<file path="src/hdl/assert_macros.svh">
// Assertion macros shared by the rasterizer modules.
// Each macro expects signals named clk and rst_n in the module that uses it.
`ifndef ASSERT_MACROS_SVH
`define ASSERT_MACROS_SVH

// A condition that must hold at every clock edge outside reset.
`define ASSERT_ALWAYS(name, expr, msg) \
    name: assert property (@(posedge clk) disable iff (!rst_n) (expr)) else $error(msg);

// A condition that must hold whenever a trigger is true.
`define ASSERT_IMPLY(name, trig, expr, msg) \
    name: assert property (@(posedge clk) disable iff (!rst_n) (trig) |-> (expr)) else $error(msg);

`endif

</file>
<file path="src/hdl/bfl_pkg.sv">
// Shared types, constants and pen helpers for the fat line rasterizer.
// No dependencies; bfl_front, bfl_back, the top and the testbench import this package.
package bfl_pkg;

    localparam int COORD_BITS_DEFAULT = 12;
    localparam int FRAME_BITS         = 13;
    localparam logic [FRAME_BITS-1:0] FRAME_RESET = 13'd4096;

    localparam int CFG_INDEX_BITS = 1;
    localparam logic [CFG_INDEX_BITS-1:0] REG_FRAME_WIDTH  = 1'b0;
    localparam logic [CFG_INDEX_BITS-1:0] REG_FRAME_HEIGHT = 1'b1;

    localparam logic KIND_LOAD = 1'b0;
    localparam logic KIND_STEP = 1'b1;

    localparam int VALUE_BITS  = 8;
    localparam int QUEUE_DEPTH = 4;

    // The pen covers offsets -3..3, kept here as indexes 0..6.
    localparam int PEN_BITS = 3;
    localparam int PEN_SPAN = 7;
    typedef logic [PEN_BITS-1:0] pen_idx_t;
    localparam pen_idx_t PEN_FIRST  = 3'd0;
    localparam pen_idx_t PEN_CENTER = 3'd3;
    localparam pen_idx_t PEN_LAST   = 3'd6;

    // One stamp as it travels from the front to the back.
    typedef struct packed {
        logic                  blank;
        logic                  done;
        logic                  fat;
        logic [VALUE_BITS-1:0] value;
        pen_idx_t              row_first;
        pen_idx_t              row_last;
        pen_idx_t              col_first;
        pen_idx_t              col_last;
    } stamp_ctl_t;

    localparam int STAMP_CTL_BITS = $bits(stamp_ctl_t);

    // The top and bottom rows of the fat pen lose their corner pixels.
    function automatic logic pen_edge_row(input logic fat, input pen_idx_t row);
        return fat && (row == PEN_FIRST || row == PEN_LAST);
    endfunction

    function automatic pen_idx_t pen_col_lo(input logic fat, input pen_idx_t row,
                                            input pen_idx_t col_first);
        pen_idx_t lo;
        lo = col_first;
        if (pen_edge_row(fat, row) && col_first == PEN_FIRST)
            lo = PEN_FIRST + 3'd1;
        return lo;
    endfunction

    function automatic pen_idx_t pen_col_hi(input logic fat, input pen_idx_t row,
                                            input pen_idx_t col_last);
        pen_idx_t hi;
        hi = col_last;
        if (pen_edge_row(fat, row) && col_last == PEN_LAST)
            hi = PEN_LAST - 3'd1;
        return hi;
    endfunction

endpackage

</file>
<file path="src/hdl/bfl_queue.sv">
// Small register queue that carries stamps from the front to the back.
// Depends on assert_macros.svh only.
`include "assert_macros.svh"

module bfl_queue #(
    parameter int WIDTH = 8,
    parameter int DEPTH = 4
) (
    input  logic             clk,
    input  logic             rst_n,
    input  logic             push,
    input  logic [WIDTH-1:0] push_data,
    output logic             full,
    input  logic             pop,
    output logic             valid,
    output logic [WIDTH-1:0] head_data
);

    localparam int PTR_W = (DEPTH > 1) ? $clog2(DEPTH) : 1;
    localparam int CNT_W = $clog2(DEPTH + 1);

    logic [WIDTH-1:0] mem_reg [DEPTH];
    logic [PTR_W-1:0] wr_ptr_reg, wr_ptr_next;
    logic [PTR_W-1:0] rd_ptr_reg, rd_ptr_next;
    logic [CNT_W-1:0] count_reg, count_next;
    logic             do_push, do_pop;

    assign full      = (count_reg == CNT_W'(DEPTH));
    assign valid     = (count_reg != '0);
    assign head_data = mem_reg[rd_ptr_reg];
    assign do_push   = push && !full;
    assign do_pop    = pop && valid;

    always_comb
    begin
        wr_ptr_next = wr_ptr_reg;
        rd_ptr_next = rd_ptr_reg;
        count_next  = count_reg;
        if (do_push)
            wr_ptr_next = (wr_ptr_reg == PTR_W'(DEPTH - 1)) ? '0 : wr_ptr_reg + 1'b1;
        if (do_pop)
            rd_ptr_next = (rd_ptr_reg == PTR_W'(DEPTH - 1)) ? '0 : rd_ptr_reg + 1'b1;
        if (do_push && !do_pop)
            count_next = count_reg + 1'b1;
        else if (do_pop && !do_push)
            count_next = count_reg - 1'b1;
    end

    always_ff @(posedge clk or negedge rst_n)
    begin
        if (!rst_n)
        begin
            wr_ptr_reg <= '0;
            rd_ptr_reg <= '0;
            count_reg  <= '0;
        end
        else
        begin
            wr_ptr_reg <= wr_ptr_next;
            rd_ptr_reg <= rd_ptr_next;
            count_reg  <= count_next;
        end
    end

    always_ff @(posedge clk)
    begin
        if (do_push)
            mem_reg[wr_ptr_reg] <= push_data;
    end

    `ASSERT_ALWAYS(a_queue_count_bound, count_reg <= CNT_W'(DEPTH), "queue count beyond depth")
    `ASSERT_IMPLY(a_queue_ptr_match, count_reg == '0 || count_reg == CNT_W'(DEPTH), wr_ptr_reg == rd_ptr_reg, "queue pointers disagree with count")

endmodule

</file>
<file path="src/hdl/bfl_front.sv">
// Front of the rasterizer: frame registers, line setup and the Bresenham walk.
// Depends on bfl_pkg and assert_macros.svh; feeds stamps to bfl_queue.
`include "assert_macros.svh"

module bfl_front
    import bfl_pkg::*;
#(
    parameter int COORD_BITS = COORD_BITS_DEFAULT
) (
    input  logic                      clk,
    input  logic                      rst_n,
    input  logic                      accept,
    input  logic                      kind,
    input  logic [COORD_BITS-1:0]     start_x,
    input  logic [COORD_BITS-1:0]     start_y,
    input  logic [COORD_BITS-1:0]     end_x,
    input  logic [COORD_BITS-1:0]     end_y,
    input  logic                      fat,
    input  logic [VALUE_BITS-1:0]     fill_value,
    input  logic                      cfg_we,
    input  logic [CFG_INDEX_BITS-1:0] cfg_index,
    input  logic [FRAME_BITS-1:0]     cfg_data,
    output logic                      q_push,
    output stamp_ctl_t                q_ctl,
    output logic [COORD_BITS-1:0]     q_px,
    output logic [COORD_BITS-1:0]     q_py
);

    localparam int ERR_W = COORD_BITS + 2;
    localparam int CMP_W = (COORD_BITS + 2 > FRAME_BITS + 1) ? COORD_BITS + 2 : FRAME_BITS + 1;

    logic [FRAME_BITS-1:0] frame_width_reg, frame_height_reg;

    logic [COORD_BITS-1:0] major_pos_reg, major_pos_next;
    logic [COORD_BITS-1:0] minor_pos_reg, minor_pos_next;
    logic [COORD_BITS-1:0] major_end_reg, major_end_next;
    logic [COORD_BITS-1:0] delta_major_reg, delta_major_next;
    logic [COORD_BITS-1:0] delta_minor_reg, delta_minor_next;
    logic [ERR_W-1:0]      error_acc_reg, error_acc_next;
    logic                  minor_down_reg, minor_down_next;
    logic                  axes_swapped_reg, axes_swapped_next;
    logic                  fat_pen_reg, fat_pen_next;
    logic [VALUE_BITS-1:0] pen_value_reg, pen_value_next;
    logic                  line_active_reg, line_active_next;

    // Line setup.
    logic [COORD_BITS-1:0] adx, ady;
    logic                  gt_x, gt_y, swap, order;
    logic [COORD_BITS-1:0] a_maj, b_maj, a_min, b_min;
    logic                  minor_rising;

    // Walk and clipping.
    logic                  done;
    logic [ERR_W-1:0]      err_sub, err_add;
    logic [CMP_W-1:0]      vx [PEN_SPAN];
    logic [CMP_W-1:0]      vy [PEN_SPAN];
    logic [PEN_SPAN-1:0]   col_ok, row_in, row_ok;
    logic                  step_in;

    assign step_in = accept && (kind == KIND_STEP);

    always_comb
    begin
        gt_x  = start_x > end_x;
        gt_y  = start_y > end_y;
        adx   = gt_x ? start_x - end_x : end_x - start_x;
        ady   = gt_y ? start_y - end_y : end_y - start_y;
        swap  = ady > adx;
        a_maj = swap ? start_y : start_x;
        b_maj = swap ? end_y : end_x;
        a_min = swap ? start_x : start_y;
        b_min = swap ? end_x : end_y;
        order = swap ? gt_y : gt_x;
        // The minor axis rises only if the ordered start lies strictly below the end.
        if (order)
            minor_rising = swap ? gt_x : gt_y;
        else
            minor_rising = swap ? (end_x > start_x) : (end_y > start_y);
    end

    always_comb
    begin
        done    = major_pos_reg >= major_end_reg;
        q_px    = axes_swapped_reg ? minor_pos_reg : major_pos_reg;
        q_py    = axes_swapped_reg ? major_pos_reg : minor_pos_reg;
        err_sub = error_acc_reg - ERR_W'(delta_minor_reg);
        err_add = err_sub + ERR_W'(delta_major_reg);
    end

    // Pen offsets that land inside the frame; a negative value wraps to a set top bit.
    always_comb
    begin
        for (int i = 0; i < PEN_SPAN; i++)
        begin
            vx[i] = CMP_W'(q_px) + CMP_W'(i) - CMP_W'(PEN_CENTER);
            vy[i] = CMP_W'(q_py) + CMP_W'(i) - CMP_W'(PEN_CENTER);
            col_ok[i] = !vx[i][CMP_W-1] && (vx[i] < (CMP_W'(1) << COORD_BITS))
                        && (vx[i] < CMP_W'(frame_width_reg))
                        && (fat_pen_reg || PEN_BITS'(i) == PEN_CENTER);
            row_in[i] = !vy[i][CMP_W-1] && (vy[i] < (CMP_W'(1) << COORD_BITS))
                        && (vy[i] < CMP_W'(frame_height_reg))
                        && (fat_pen_reg || PEN_BITS'(i) == PEN_CENTER);
        end
        for (int i = 0; i < PEN_SPAN; i++)
        begin
            if (pen_edge_row(fat_pen_reg, PEN_BITS'(i)))
                row_ok[i] = row_in[i] && (|col_ok[PEN_SPAN-2:1]);
            else
                row_ok[i] = row_in[i] && (|col_ok);
        end
    end

    always_comb
    begin
        q_ctl.blank     = !line_active_reg || (row_ok == '0);
        q_ctl.done      = line_active_reg && done;
        q_ctl.fat       = fat_pen_reg;
        q_ctl.value     = pen_value_reg;
        q_ctl.row_first = PEN_FIRST;
        q_ctl.row_last  = PEN_FIRST;
        q_ctl.col_first = PEN_FIRST;
        q_ctl.col_last  = PEN_FIRST;
        for (int i = PEN_SPAN - 1; i >= 0; i--)
        begin
            if (row_ok[i])
                q_ctl.row_first = PEN_BITS'(i);
            if (col_ok[i])
                q_ctl.col_first = PEN_BITS'(i);
        end
        for (int i = 0; i < PEN_SPAN; i++)
        begin
            if (row_ok[i])
                q_ctl.row_last = PEN_BITS'(i);
            if (col_ok[i])
                q_ctl.col_last = PEN_BITS'(i);
        end
    end

    assign q_push = step_in;

    always_comb
    begin
        major_pos_next    = major_pos_reg;
        minor_pos_next    = minor_pos_reg;
        major_end_next    = major_end_reg;
        delta_major_next  = delta_major_reg;
        delta_minor_next  = delta_minor_reg;
        error_acc_next    = error_acc_reg;
        minor_down_next   = minor_down_reg;
        axes_swapped_next = axes_swapped_reg;
        fat_pen_next      = fat_pen_reg;
        pen_value_next    = pen_value_reg;
        line_active_next  = line_active_reg;
        if (accept && kind == KIND_LOAD)
        begin
            axes_swapped_next = swap;
            major_pos_next    = order ? b_maj : a_maj;
            major_end_next    = order ? a_maj : b_maj;
            minor_pos_next    = order ? b_min : a_min;
            delta_major_next  = swap ? ady : adx;
            delta_minor_next  = swap ? adx : ady;
            error_acc_next    = ERR_W'((swap ? ady : adx) >> 1);
            minor_down_next   = !minor_rising;
            fat_pen_next      = fat;
            pen_value_next    = fill_value;
            line_active_next  = 1'b1;
        end
        else if (step_in && line_active_reg)
        begin
            if (err_sub[ERR_W-1])
            begin
                minor_pos_next = minor_down_reg ? minor_pos_reg - 1'b1 : minor_pos_reg + 1'b1;
                error_acc_next = err_add;
            end
            else
                error_acc_next = err_sub;
            if (done)
                line_active_next = 1'b0;
            else
                major_pos_next = major_pos_reg + 1'b1;
        end
    end

    always_ff @(posedge clk or negedge rst_n)
    begin
        if (!rst_n)
        begin
            frame_width_reg  <= FRAME_RESET;
            frame_height_reg <= FRAME_RESET;
            major_pos_reg    <= '0;
            minor_pos_reg    <= '0;
            major_end_reg    <= '0;
            delta_major_reg  <= '0;
            delta_minor_reg  <= '0;
            error_acc_reg    <= '0;
            minor_down_reg   <= 1'b0;
            axes_swapped_reg <= 1'b0;
            fat_pen_reg      <= 1'b0;
            pen_value_reg    <= '0;
            line_active_reg  <= 1'b0;
        end
        else
        begin
            if (cfg_we)
            begin
                unique case (cfg_index)
                    REG_FRAME_WIDTH:  frame_width_reg  <= cfg_data;
                    REG_FRAME_HEIGHT: frame_height_reg <= cfg_data;
                    default: ;
                endcase
            end
            major_pos_reg    <= major_pos_next;
            minor_pos_reg    <= minor_pos_next;
            major_end_reg    <= major_end_next;
            delta_major_reg  <= delta_major_next;
            delta_minor_reg  <= delta_minor_next;
            error_acc_reg    <= error_acc_next;
            minor_down_reg   <= minor_down_next;
            axes_swapped_reg <= axes_swapped_next;
            fat_pen_reg      <= fat_pen_next;
            pen_value_reg    <= pen_value_next;
            line_active_reg  <= line_active_next;
        end
    end

    `ASSERT_IMPLY(a_front_line_end, $fell(line_active_reg), $past(step_in), "line ended without a step")
    `ASSERT_IMPLY(a_front_line_start, $rose(line_active_reg), $past(accept && kind == KIND_LOAD), "line started without a load")

endmodule

</file>
<file path="src/hdl/bfl_back.sv">
// Back of the rasterizer: expands each queued stamp into pixel writes.
// Depends on bfl_pkg and assert_macros.svh; reads stamps from bfl_queue.
`include "assert_macros.svh"

module bfl_back
    import bfl_pkg::*;
#(
    parameter int COORD_BITS = COORD_BITS_DEFAULT
) (
    input  logic                  clk,
    input  logic                  rst_n,
    input  logic                  q_valid,
    input  stamp_ctl_t            q_ctl,
    input  logic [COORD_BITS-1:0] q_px,
    input  logic [COORD_BITS-1:0] q_py,
    output logic                  q_pop,
    output logic                  empty,
    input  logic                  pop,
    output logic                  write_valid,
    output logic [COORD_BITS-1:0] pixel_x,
    output logic [COORD_BITS-1:0] pixel_y,
    output logic [VALUE_BITS-1:0] pixel_value,
    output logic                  line_done,
    output logic                  last
);

    logic                  fresh_reg, fresh_next;
    pen_idx_t              row_reg, row_next;
    pen_idx_t              col_reg, col_next;
    logic                  out_valid_reg, out_valid_next;
    logic                  write_valid_reg;
    logic [COORD_BITS-1:0] pixel_x_reg, pixel_y_reg;
    logic [VALUE_BITS-1:0] pixel_value_reg;
    logic                  line_done_reg, last_reg;

    pen_idx_t              cur_row, cur_col;
    logic                  row_end, is_last, emit;

    always_comb
    begin
        cur_row = fresh_reg ? q_ctl.row_first : row_reg;
        cur_col = fresh_reg ? pen_col_lo(q_ctl.fat, q_ctl.row_first, q_ctl.col_first)
                            : col_reg;
        row_end = cur_col == pen_col_hi(q_ctl.fat, cur_row, q_ctl.col_last);
        is_last = q_ctl.blank || (row_end && cur_row == q_ctl.row_last);
        // The output register takes a new result when it is free or being emptied.
        emit    = q_valid && (!out_valid_reg || pop);
        q_pop   = emit && is_last;
    end

    always_comb
    begin
        fresh_next     = fresh_reg;
        row_next       = row_reg;
        col_next       = col_reg;
        out_valid_next = out_valid_reg && !pop;
        if (emit)
        begin
            out_valid_next = 1'b1;
            fresh_next     = is_last;
            if (row_end)
            begin
                row_next = cur_row + 1'b1;
                col_next = pen_col_lo(q_ctl.fat, cur_row + 1'b1, q_ctl.col_first);
            end
            else
            begin
                row_next = cur_row;
                col_next = cur_col + 1'b1;
            end
        end
    end

    always_ff @(posedge clk or negedge rst_n)
    begin
        if (!rst_n)
        begin
            fresh_reg     <= 1'b1;
            row_reg       <= PEN_FIRST;
            col_reg       <= PEN_FIRST;
            out_valid_reg <= 1'b0;
        end
        else
        begin
            fresh_reg     <= fresh_next;
            row_reg       <= row_next;
            col_reg       <= col_next;
            out_valid_reg <= out_valid_next;
        end
    end

    always_ff @(posedge clk)
    begin
        if (emit)
        begin
            write_valid_reg <= !q_ctl.blank;
            pixel_x_reg     <= q_ctl.blank ? '0
                               : q_px + COORD_BITS'(cur_col) - COORD_BITS'(PEN_CENTER);
            pixel_y_reg     <= q_ctl.blank ? '0
                               : q_py + COORD_BITS'(cur_row) - COORD_BITS'(PEN_CENTER);
            pixel_value_reg <= q_ctl.blank ? '0 : q_ctl.value;
            line_done_reg   <= q_ctl.done;
            last_reg        <= is_last;
        end
    end

    assign empty       = !out_valid_reg;
    assign write_valid = write_valid_reg;
    assign pixel_x     = pixel_x_reg;
    assign pixel_y     = pixel_y_reg;
    assign pixel_value = pixel_value_reg;
    assign line_done   = line_done_reg;
    assign last        = last_reg;

    `ASSERT_IMPLY(a_back_blank_last, out_valid_reg && !write_valid_reg, last_reg, "empty result not marked last")
    `ASSERT_IMPLY(a_back_stamp_held, !fresh_reg, q_valid, "stamp left the queue mid expansion")

endmodule

</file>
<file path="src/hdl/bresenham_fat_line_raster.sv">
// Bresenham line rasterizer with a thin or a fat (7x7, corners removed) pen. It imports
// bfl_pkg and is built from bfl_front, bfl_queue and bfl_back. Load items set up a line and
// give no result. Step items are taken one per cycle while the stamp queue (QUEUE_DEPTH
// entries) has room; the front advances the line in that cycle. The back hands out one
// result per cycle while its output is free or popped: a thin step gives one result, a
// fat step one per in-frame pixel (up to 45), and a step with nothing in frame one empty
// result. The expansion counter in the back therefore sets the sustained rate for fat
// lines, and full rises when the queue fills behind it. Results sit in an output register,
// so a waiting result does not stop new work. There is no clearing pass after reset.
module bresenham_fat_line_raster
    import bfl_pkg::*;
#(
    parameter int COORD_BITS = COORD_BITS_DEFAULT
) (
    input  logic                      clk,
    input  logic                      rst_n,
    input  logic                      push,
    output logic                      full,
    input  logic                      kind,
    input  logic [COORD_BITS-1:0]     start_x,
    input  logic [COORD_BITS-1:0]     start_y,
    input  logic [COORD_BITS-1:0]     end_x,
    input  logic [COORD_BITS-1:0]     end_y,
    input  logic                      fat,
    input  logic [VALUE_BITS-1:0]     fill_value,
    output logic                      empty,
    input  logic                      pop,
    output logic                      write_valid,
    output logic [COORD_BITS-1:0]     pixel_x,
    output logic [COORD_BITS-1:0]     pixel_y,
    output logic [VALUE_BITS-1:0]     pixel_value,
    output logic                      line_done,
    output logic                      last,
    input  logic                      cfg_we,
    input  logic [CFG_INDEX_BITS-1:0] cfg_index,
    input  logic [FRAME_BITS-1:0]     cfg_data
);

    localparam int ENTRY_W = STAMP_CTL_BITS + 2 * COORD_BITS;

    logic                  accept;
    logic                  q_push, q_pop, q_valid;
    stamp_ctl_t            f_ctl, b_ctl;
    logic [COORD_BITS-1:0] f_px, f_py, b_px, b_py;
    logic [ENTRY_W-1:0]    head_data;

    assign accept = push && !full;

    bfl_front #(
        .COORD_BITS(COORD_BITS)
    ) u_front (
        .clk        (clk),
        .rst_n      (rst_n),
        .accept     (accept),
        .kind       (kind),
        .start_x    (start_x),
        .start_y    (start_y),
        .end_x      (end_x),
        .end_y      (end_y),
        .fat        (fat),
        .fill_value (fill_value),
        .cfg_we     (cfg_we),
        .cfg_index  (cfg_index),
        .cfg_data   (cfg_data),
        .q_push     (q_push),
        .q_ctl      (f_ctl),
        .q_px       (f_px),
        .q_py       (f_py)
    );

    bfl_queue #(
        .WIDTH(ENTRY_W),
        .DEPTH(QUEUE_DEPTH)
    ) u_queue (
        .clk       (clk),
        .rst_n     (rst_n),
        .push      (q_push),
        .push_data ({f_ctl, f_px, f_py}),
        .full      (full),
        .pop       (q_pop),
        .valid     (q_valid),
        .head_data (head_data)
    );

    assign b_ctl = head_data[ENTRY_W-1 -: STAMP_CTL_BITS];
    assign b_px  = head_data[2*COORD_BITS-1 -: COORD_BITS];
    assign b_py  = head_data[COORD_BITS-1:0];

    bfl_back #(
        .COORD_BITS(COORD_BITS)
    ) u_back (
        .clk         (clk),
        .rst_n       (rst_n),
        .q_valid     (q_valid),
        .q_ctl       (b_ctl),
        .q_px        (b_px),
        .q_py        (b_py),
        .q_pop       (q_pop),
        .empty       (empty),
        .pop         (pop),
        .write_valid (write_valid),
        .pixel_x     (pixel_x),
        .pixel_y     (pixel_y),
        .pixel_value (pixel_value),
        .line_done   (line_done),
        .last        (last)
    );

endmodule

</file>
<file path="config.mk">
export PLATFORM = sky130hd
export DESIGN_NAME = bresenham_fat_line_raster
export DESIGN_NICKNAME = d
export VERILOG_FILES = /design/src/hdl/bfl_pkg.sv /design/src/hdl/bfl_queue.sv /design/src/hdl/bfl_front.sv /design/src/hdl/bfl_back.sv /design/src/hdl/bresenham_fat_line_raster.sv
export VERILOG_INCLUDE_DIRS = /design/src /design/src/hdl
export SDC_FILE = /design/constraint.sdc
export NUM_CORES = 1
export LEC_CHECK = 0
export ABC_AREA = 1
export BUFFER_PORTS_ARGS = -buffer_cell sky130_fd_sc_hd__buf_2
export CORE_UTILIZATION = 43
export CTS_CLUSTER_SIZE = 16
export DETAILED_ROUTE_END_ITERATION = 10
export SYNTH_ARGS = -nofsm -noshare
export SYNTH_HDL_FRONTEND = slang
export SYNTH_SLANG_ARGS = --single-unit
</file>
<file path="constraint.sdc">
create_clock -name clk -period 5.45 [get_ports clk]
set_input_delay 0 -clock clk [delete_from_list [all_inputs] [get_ports clk]]
set_output_delay 0 -clock clk [all_outputs]
set_load 0.05 [all_outputs]
</file>
# ---- Yosys cells after proc, flatten, opt, wreduce, memory -nomap -nowiden
# Memory sizes are Yosys's and may differ from the RTL's.
# Index checks and enable logic that the tools add are counted.
dict set report totals {
  register_bits 162
  ram_bits 188
  inputBits 77
  wordCells 304
  mem_count 1
}
# name depth width read_ports rd_clocked_by_memory_dff write_ports line
set memory_table {}
lappend memory_table {u_queue.mem_reg 4 47 1 0 1 bfl_queue.sv:22} ;# logic [WIDTH-1:0] mem_reg [DEPTH];
dict set report op_classes {
  addsub 45
  magnitude_cmp 34
  n_eq_ne 10
  mux 73
  bitwise 2
  reduce_logical 113
}
# operator n
set ops {}
lappend ops {{$mux 12} 21}
lappend ops {{$lt 14x13->1} 14}
lappend ops {{$lt 14x13->1 const B} 14}
lappend ops {{$sub 14x2->14 const B} 12}
lappend ops {{$mux 3} 29}
lappend ops {{$add 12x3->13 const B} 6}
lappend ops {{$logic_and 1x1->1} 68}
lappend ops {{$gt 12x12->1} 5}
lappend ops {{$add 12x2->13 const B} 4}
lappend ops {{$sub 12x12->12} 4}
lappend ops {{$mux 14} 3}
lappend ops {{$add 12x1->13 const B} 2}
lappend ops {{$sub 12x2->13 const B} 2}
lappend ops {{$add 12x1->12 const B} 2}
lappend ops {{$add 12x3->12} 2}
lappend ops {{$sub 12x2->12 const B} 2}
lappend ops {{$logic_not 1->1} 22}
lappend ops {{$eq 3x3->1 const B} 5}
lappend ops {{$add 14x12->14} 1}
lappend ops {{$mux 1} 14}
lappend ops {{$sub 14x12->14} 1}
lappend ops {{$ge 12x12->1} 1}
lappend ops {{$logic_not 3->1} 4}
lappend ops {{$mux 2} 6}
lappend ops {{other kinds (15)} 33}

# ---- Longest topological paths before layout
# Gate-level depths: netlist (run 1).
dict set report logic_depth {
  depth_word 17
  ltp_mapped 34
  mapped_depth_nobuf 32
}

# ---- Cells and area by module
# A second synthesis (run 1) with hierarchy kept.
dict set report hier_totals {
  hier_cells 3661
  area_unflattened_um2 28596.2
}
# module n_inst cells_per_inst area_per_inst_um2 seq_area_each_um2
set modules_own_cells {}
lappend modules_own_cells {bfl_front 1 2682 17354.1 2805.2}
lappend modules_own_cells {bfl_queue 1 608 8204.1 5820.6}
lappend modules_own_cells {bfl_back 1 369 3027.9 1252.5}
lappend modules_own_cells {bresenham_fat_line_raster 1 2 10.0 0.0}

# ---- Worst setup path after synthesis (run 1)
# OpenSTA, ideal clock, no wires.
dict set report synth_timing {
  kind {reg2reg}
  start {reg u_queue.rd_ptr_reg[0]}
  end {reg u_back.pixel_x_reg[11] (netlist: u_back.pixel_x[11]) (data pin)}
  setup_time_ns 0.266
  arrival_ns 4.217
  slack_ns 0.967
  path_stages_with_launch 29
  path_buffers 5
  synth_period_minus_slack_ns 4.483
  cell_sequence {dfrtp_1 -> inv_2 -> clkbuf_1 -> clkbuf_1 -> clkbuf_1 -> clkbuf_1 -> clkbuf_1 -> o21ai_0 -> o22ai_1 -> ha_1 -> ha_1 -> fa_1 -> nand2_1 -> nand2_1 -> a21oi_1 -> nor2_1 -> nor2_1 -> inv_1 -> a21oi_1 -> nor2_1 -> nor2_1 -> nor2_1 -> nor2_1 -> inv_1 -> nand2_1 -> nand2_1 -> a21oi_1 -> xnor2_1 -> nor2_1}
}
dict set report synth_via {
  elab_chain_len 9
  word_cells_on_any_way 11
}
# item line
set synth_rtl {}
lappend synth_rtl {{start: declaration} bfl_queue.sv:24} ;# logic [PTR_W-1:0] rd_ptr_reg, rd_ptr_next;
lappend synth_rtl {{start signal: assignment} bfl_queue.sv:60} ;# rd_ptr_reg <= rd_ptr_next;
lappend synth_rtl {{$mem_v2 4x47 (*)} --}
lappend synth_rtl {{$eq 3x3->1 or $logic_not 3->1 (tied branches)} bfl_pkg.sv:43} ;# return fat && (row == PEN_FIRST || row == PEN_LAST);
lappend synth_rtl {{$logic_or 1x1->1} bfl_pkg.sv:43}
lappend synth_rtl {{$logic_and 1x1->1} bfl_pkg.sv:43}
lappend synth_rtl {{$logic_and 1x1->1} bfl_pkg.sv:50} ;# if (pen_edge_row(fat, row) && col_first == PEN_FIRST)
lappend synth_rtl {{$mux 3} bfl_pkg.sv:50}
lappend synth_rtl {{$mux 3} bfl_back.sv:42} ;# cur_col = fresh_reg ? pen_col_lo(q_ctl.fat, q_ctl.row_first, q_ctl.col_first)
lappend synth_rtl {{$add 12x3->12} bfl_back.sv:98} ;# : q_px + COORD_BITS'(cur_col) - COORD_BITS'(PEN_CENTER);
lappend synth_rtl {{$sub 12x2->12} bfl_back.sv:98}
lappend synth_rtl {{end signal: assignment} bfl_back.sv:97} ;# pixel_x_reg <= q_ctl.blank ? '0
lappend synth_rtl {{end: declaration} bfl_back.sv:32} ;# logic [COORD_BITS-1:0] pixel_x_reg, pixel_y_reg;
# Every way passes the cells marked *; elsewhere a longest branch is shown, timed or not.
# A chain may end at the register's enable or synchronous reset.

# ---- Worst setup path in the final report (run 1)
dict set report layout_timing {
  start {in start_y[9]}
  end {reg u_front.minor_pos_reg[10]}
}
dict set report layout_via {
  elab_chain_len 6
  word_cells_on_any_way 10
}
# item line
set layout_rtl {}
lappend layout_rtl {{start: declaration} bresenham_fat_line_raster.sv:21} ;# input logic [COORD_BITS-1:0] start_y,
lappend layout_rtl {{$sub 12x12->12 or $gt 12x12->1 (tied branches)} {bfl_front.sv:67, bfl_front.sv:65}}
lappend layout_rtl {{$mux 12} bfl_front.sv:67} ;# ady = gt_y ? start_y - end_y : end_y - start_y;
lappend layout_rtl {{$gt 12x12->1} bfl_front.sv:68} ;# swap = ady > adx;
lappend layout_rtl {{$mux 12 (tied with other cells)} bfl_front.sv:71} ;# a_min = swap ? start_x : start_y;
lappend layout_rtl {{$mux 12 (*)} bfl_front.sv:159} ;# minor_pos_next = order ? b_min : a_min;
lappend layout_rtl {{$mux 12 (*)} bfl_front.sv:154} ;# if (accept && kind == KIND_LOAD)
lappend layout_rtl {{end signal: assignment} bfl_front.sv:213} ;# minor_pos_reg <= minor_pos_next;
lappend layout_rtl {{end: declaration} bfl_front.sv:35} ;# logic [COORD_BITS-1:0] minor_pos_reg, minor_pos_next;
# Marked as above.

==> results.cfg, run 1 <==
[run_status]
outcome = completed

[clocking]
cts-root-buf = clkbuf_16
h-tree-depth = 2
cts_buffers = 42
cts.sinks = 350
insertion_delay_ns = 0.60
clockBufferDepth = 3
path_clk_slew_ns = 0.06
tritoncts = built

[drt]
final_antenna_net_count = 0
drt-met1-wl_um = 41700
met2_length_um = 38500
top_layer = met4
drc = 0
drt_first_pass_iters = 6
via_count = 25700
drt-initial-drc-count = 1933
drt-total-wl_um = 86500
wl_per_cell_um = 17.7
vias_per_cell = 5.28
met3_length_um = 4430

[sta]
min_period_ns = 5.14
tightestPinTransition_ns = 0.960
finalHoldViolCount = 0
setup_viol = 0
drv_slew = 0
slew_headroom_pct = 36.0
finClkSkew_ns = 0.0373
holdWs_ns = 0.0363
fmax_mhz = 194
period_share_pct = 94.4

[logic_synthesis]
syn_avg_cell_area_um2 = 7.87
synth_edf_count = 223
syn_area_mm2 = 0.0297
ys_seq_area_share_pct = 33.2
ys_seq_elements = 350
synth_common_cells = nand2_1, inv_1, ha_1
async_flop_share_pct = 36.3
synth_top_cell_by_area = edfxtp_1
yosys_most_used_dff = edfxtp_1
yosysWarnings = 0
synth_cell_types = 69
synth.net_count = 4198
yosysMostFrequentCell = nand2_1
netlist_instances = 3776
synth.top_cells.by_area = edfxtp_1, ha_1, nand2_1
synth_top_area_share_pct = 22.5

[hold_path]
timing.hold.worst_endpoint = u_front.delta_minor_reg[1]$_DFFE_PN0P_
min-delay-start = end_x[1]
hold_path_depth = 4
hold_class = in2reg

[setup_path]
reg2regPathDepth = 24
r2r_slack_ns = 0.42
cp_common_cell = nand2_1
setup.worst_path.end_class = flop
crit_path_start_kind = input pin
worstReg2RegEnd = u_queue.mem_reg[1][31]$_DFFE_PP_
timing.setup.critical_path_class = in2reg
crit_path_top_delay_cell = dlygate4sd3_1
reg2reg_from = u_front.axes_swapped_reg$_DFFE_PN0P_
cp.required_ns = 5.91
slowest_delay_ns = 0.55
cp_max_fo = 58
arrival_ns = 5.60

[placed_design]
port_buffers = 113
globalplace.congestion = 0.978
dp_hpwl_um = 66200
dp.cells = 4736
place_area_mm2 = 0.0315

[floorplan]
dieArea_mm2 = 0.0702
die_w_um = 265
initial_core_util_pct = 43.4
die_y_um = 265
core-area_mm2 = 0.0685
io_pins = 114
std_cell_rows = 96

[grt]
track_usage_pct = 24.7
grt_pass1_vias = 24700
antenna_found_initial = 0
grt_first_pass_wirelength_um = 138000
grt.overflow.total = 0
grt_max_degree = 98

[run]
cap_violations = 0

[finish]
diodes = 0
fin_nets = 4380
largest_register_ffs = 188
fillers = 6679
final_cells = 4873
syn_to_final_growth_pct = 12.9
final_area_mm2 = 0.0335
drive_gt1_share_pct = 10.4
==> worst max-delay path, delay by kind of cell <==
family | cells | cell delay (ns)
AOI/OAI and AO/OA | 8 | 1.01
xor gates and xnor gates | 1 | 0.17
adders and majority gates | 2 | 0.72
buffers and inverters | 8 | 1.95
muxes | 1 | 0.26
and+or+nand+nor | 10 | 1.44
==> area by class of cell <==
cell class                      instances  area (um^2)  share of cell area [%]
Clock buffer                           53         1090                    3.26
Tap cell                              882         1100                    3.29
Inverter                              492         1860                    5.53
Timing Repair Buffer                  234         1660                    4.94
Sequential cell                       350         9880                    29.5
Multi-Input combinational cell       2838        17700                    52.6
Clock inverter                         24          299                   0.892
==> what timing repair did <==
action,4_1_cts,5_1_grt
buffers inserted,0,7
endpoints found under the hold margin,151,0
gates resized for setup,0,22
setup endpoints to repair,0,65
hold buffers,53,0
==> kinds of logic after synthesis <==
group / after synthesis / synth area share (%)
buf+inv: 588 / 7.76
fa+ha+maj: 345 / 14.8
mux: 4 / 0.139
compound gates: 749 / 14.8
flops: 350 / 33.2
xor+xnor: 257 / 7.75
simple gates: 1483 / 21.5
==> how the worst max path moves through the flow <==
| stage | from | cells past startpoint | end |
|---|---|---|---|
| finish | start_y[9] | 30 | u_front.minor_pos_reg[10]$_DFFE_PN0P_ |
| global route | start_y[9] | 30 | u_front.minor_pos_reg[10]$_DFFE_PN0P_ |
| CTS | start_y[8] | 30 | u_front.minor_pos_reg[10]$_DFFE_PN0P_ |
| detailed placement | u_front.axes_swapped_reg$_DFFE_PN0P_ | 26 | u_queue.mem_reg[2][34]$_DFFE_PP_ |
| global placement | start_y[8] | 28 | u_front.minor_pos_reg[8]$_DFFE_PN0P_ |
| floorplan | u_queue.rd_ptr_reg[0]$_DFFE_PN0P_ | 28 | u_back.pixel_x[11]$_SDFFCE_PP0P_ |
==> through the flow <==
step,setup slack [ns],util [%],setup TNS (ns)
2_1_floorplan,0.967,-,0
3_3_place_gp,0.382,46.0,0
3_5_place_dp,0.316,46.0,0
4_1_cts,0.0271,48.8,0
5_1_grt,-0.0333,49.0,-0.0434
6_report,0.306,49.0,0
==> metal layers <==
layer	vias up	track usage, %
li1	13000	-
met1	11900	35.1
met2	667	40.0
met3	119	3.05
met4	0	5.81
met5	-	0
==> layout by cell type (no fill, tap or decap), types with 23 or more instances in the layout <==
| cell | synthesis | layout |
|---|---|---|
| nand2_1 | 834 | 831 |
| inv_1 | 471 | 469 |
| dfrtp_1 | 124 | 122 |
| clkbuf_16 | 0 | 42 |
| dlygate4sd3_1 | 0 | 53 |
| a21oi_1 | 245 | 242 |
| o21ai_0 | 302 | 299 |
| xor2_1 | 207 | 207 |
| nand2_2 | 24 | 27 |
| xnor2_1 | 43 | 42 |
| buf_2 | 5 | 112 |
| buf_4 | 5 | 62 |
| nor3_1 | 36 | 35 |
| nor2_1 | 293 | 287 |
| nand3_1 | 146 | 146 |
| nand4_1 | 57 | 57 |
| ha_1 | 335 | 331 |
| edfxtp_1 | 223 | 223 |
| nor2_2 | 22 | 23 |
Power of run 1 is not shown: default switching activity piles up to over one toggle a cycle in this logic, so the estimate is an artifact.
==> run 2, diff against run 1 <==
==> constraint.sdc (replaced) <==
create_clock -name clk -period 4.17 [get_ports clk]
set_input_delay 0 -clock clk [delete_from_list [all_inputs] [get_ports clk]]
set_output_delay 0 -clock clk [all_outputs]
set_load 0.05 [all_outputs]
==> results.cfg, run 2 (synthesis gave the netlist of run 1 again) <==
[run_status]
outcome = finished, violations left
violations = negative setup slack

[floorplan]
die_y_um = 265
io_pins = 114
dieArea_mm2 = 0.0702
core-area_mm2 = 0.0685
die_w_um = 265
initial_core_util_pct = 43.4
std_cell_rows = 96

[finish]
largest_register_ffs = 188
final_common_cell = nand2_1
final_cell_mix = nand2_1, buf_4, inv_1
drive_gt1_share_pct = 29.0
syn_to_final_growth_pct = 35.6
fin_nets = 5001
post-route-util_pct = 58.9
diodes = 0

[drt]
drt_first_pass_iters = 5
drc = 0
drt-initial-drc-count = 1834
via_count = 28300
drt-total-wl_um = 93200
final_antenna_net_count = 0
wl_per_cell_um = 17.0
vias_per_cell = 5.15

[clocking]
cts-root-buf = clkbuf_16
clockBufferDepth = 3
cts.sinks = 350
tritoncts = built
insertion_delay_ns = 0.57
cts_buffers = 40
h-tree-depth = 2
path_clk_slew_ns = 0.06

[setup_path]
reg2reg_from = u_front.axes_swapped_reg$_DFFE_PN0P_
timing.setup.critical_path_class = reg2reg
cp.required_ns = 4.49
arrival_ns = 4.61
setup.worst_path.end_class = flop
r2r_slack_ns = -0.13
cp_common_cell = nor2_4
slowest_delay_ns = 0.47
worstReg2RegEnd = u_queue.mem_reg[0][32]$_DFFE_PP_
cp_max_fo = 8
crit_path_start_kind = flop
crit_path_top_delay_cell = dfrtp_2
reg2regPathDepth = 29
crit_start = u_front.axes_swapped_reg$_DFFE_PN0P_

[grt]
grt.overflow.total = 0
grt_pass1_vias = 26700
track_usage_pct = 25.7
grt_max_degree = 70
grt_first_pass_wirelength_um = 143000
antenna_found_initial = 0

[placed_design]
port_buffers = 113
dp_slack_ns = -0.321
dp_hpwl_um = 71100
globalplace.congestion = 0.957

[run]
cap_violations = 0

[sta]
slew_headroom_pct = 40.2
fmax_mhz = 233
rsz0062_at_grt = true
tightestPinTransition_ns = 0.895
period_share_pct = 103
setup_viol = 28
min_period_ns = 4.30
drv_slew = 0
finClkSkew_ns = 0.0179
finalHoldViolCount = 0
fin_ws_ns = -0.126

[hold_path]
hold_class = in2reg
hold_path_depth = 6
timing.hold.worst_endpoint = u_front.minor_pos_reg[6]$_DFFE_PN0P_
min-delay-start = start_y[6]
run 2: timing repair:
action	4_1_cts	5_1_grt
endpoints found under the hold margin	122	0
resized for setup	94	449
hold buffers	41	0
setup buffers	26	73
gates cloned	0	4
pin swaps	44	190
endpoints found under the setup margin	36	114
run 2: critical path: cells and delay by family (launching register included):
kind	cells	cell delay [ns]
adders and majority gates	2	0.47
buffers and inverters	6	0.61
and+or+nand+nor	19	2.07
AOI/OAI and AO/OA	1	0.20
DFF	1	0.47
xor gates and xnor gates	1	0.18
run 2: worst max-delay path by stage:
stage                                       endpoint  cells after the start  slack [ns]
floorplan           u_queue.mem_reg[0][46]$_DFFE_PP_                     31       0.006
global placement    u_queue.mem_reg[2][34]$_DFFE_PP_                     25       -0.23
detailed placement  u_queue.mem_reg[1][35]$_DFFE_PP_                     27       -0.32
CTS                 u_queue.mem_reg[0][32]$_DFFE_PP_                     23      0.0004
global route        u_queue.mem_reg[0][46]$_DFFE_PP_                     29       -0.31
finish              u_queue.mem_reg[0][32]$_DFFE_PP_                     29       -0.13
run 2: routing by layer:
metal	track usage [%]	share of wire, %
met1	35.5	46
met2	42.3	46
met3	2.58	4.9
met4	7.48	3.0
met5	0	0
run 2: final cells by class:
class | instances | area (um^2)
inverters | 492 | 1910
repair buffers | 857 | 6710
clock inverters | 25 | 278
multi-input cells | 2838 | 19400
well taps | 882 | 1100
clock buffers | 49 | 1070
fillers | 6090 | 28200
flip-flops and latches | 350 | 9880
run 2: stage by stage:
stage          hold slack (ns)  setup TNS [ns]  instance area [um^2]  instances
2_1_floorplan           -0.296               0                 29700       3776
3_3_place_gp            0.0774           -8.75                 35600       5279
3_5_place_dp            0.0788          -14.68                 35600       5279
4_1_cts                0.00567               0                 38000       5420
5_1_grt                 0.0387           -9.35                 40300       5493
6_report               0.00128           -2.50                 40300       5493
Power of run 2 is left out for the same reason.
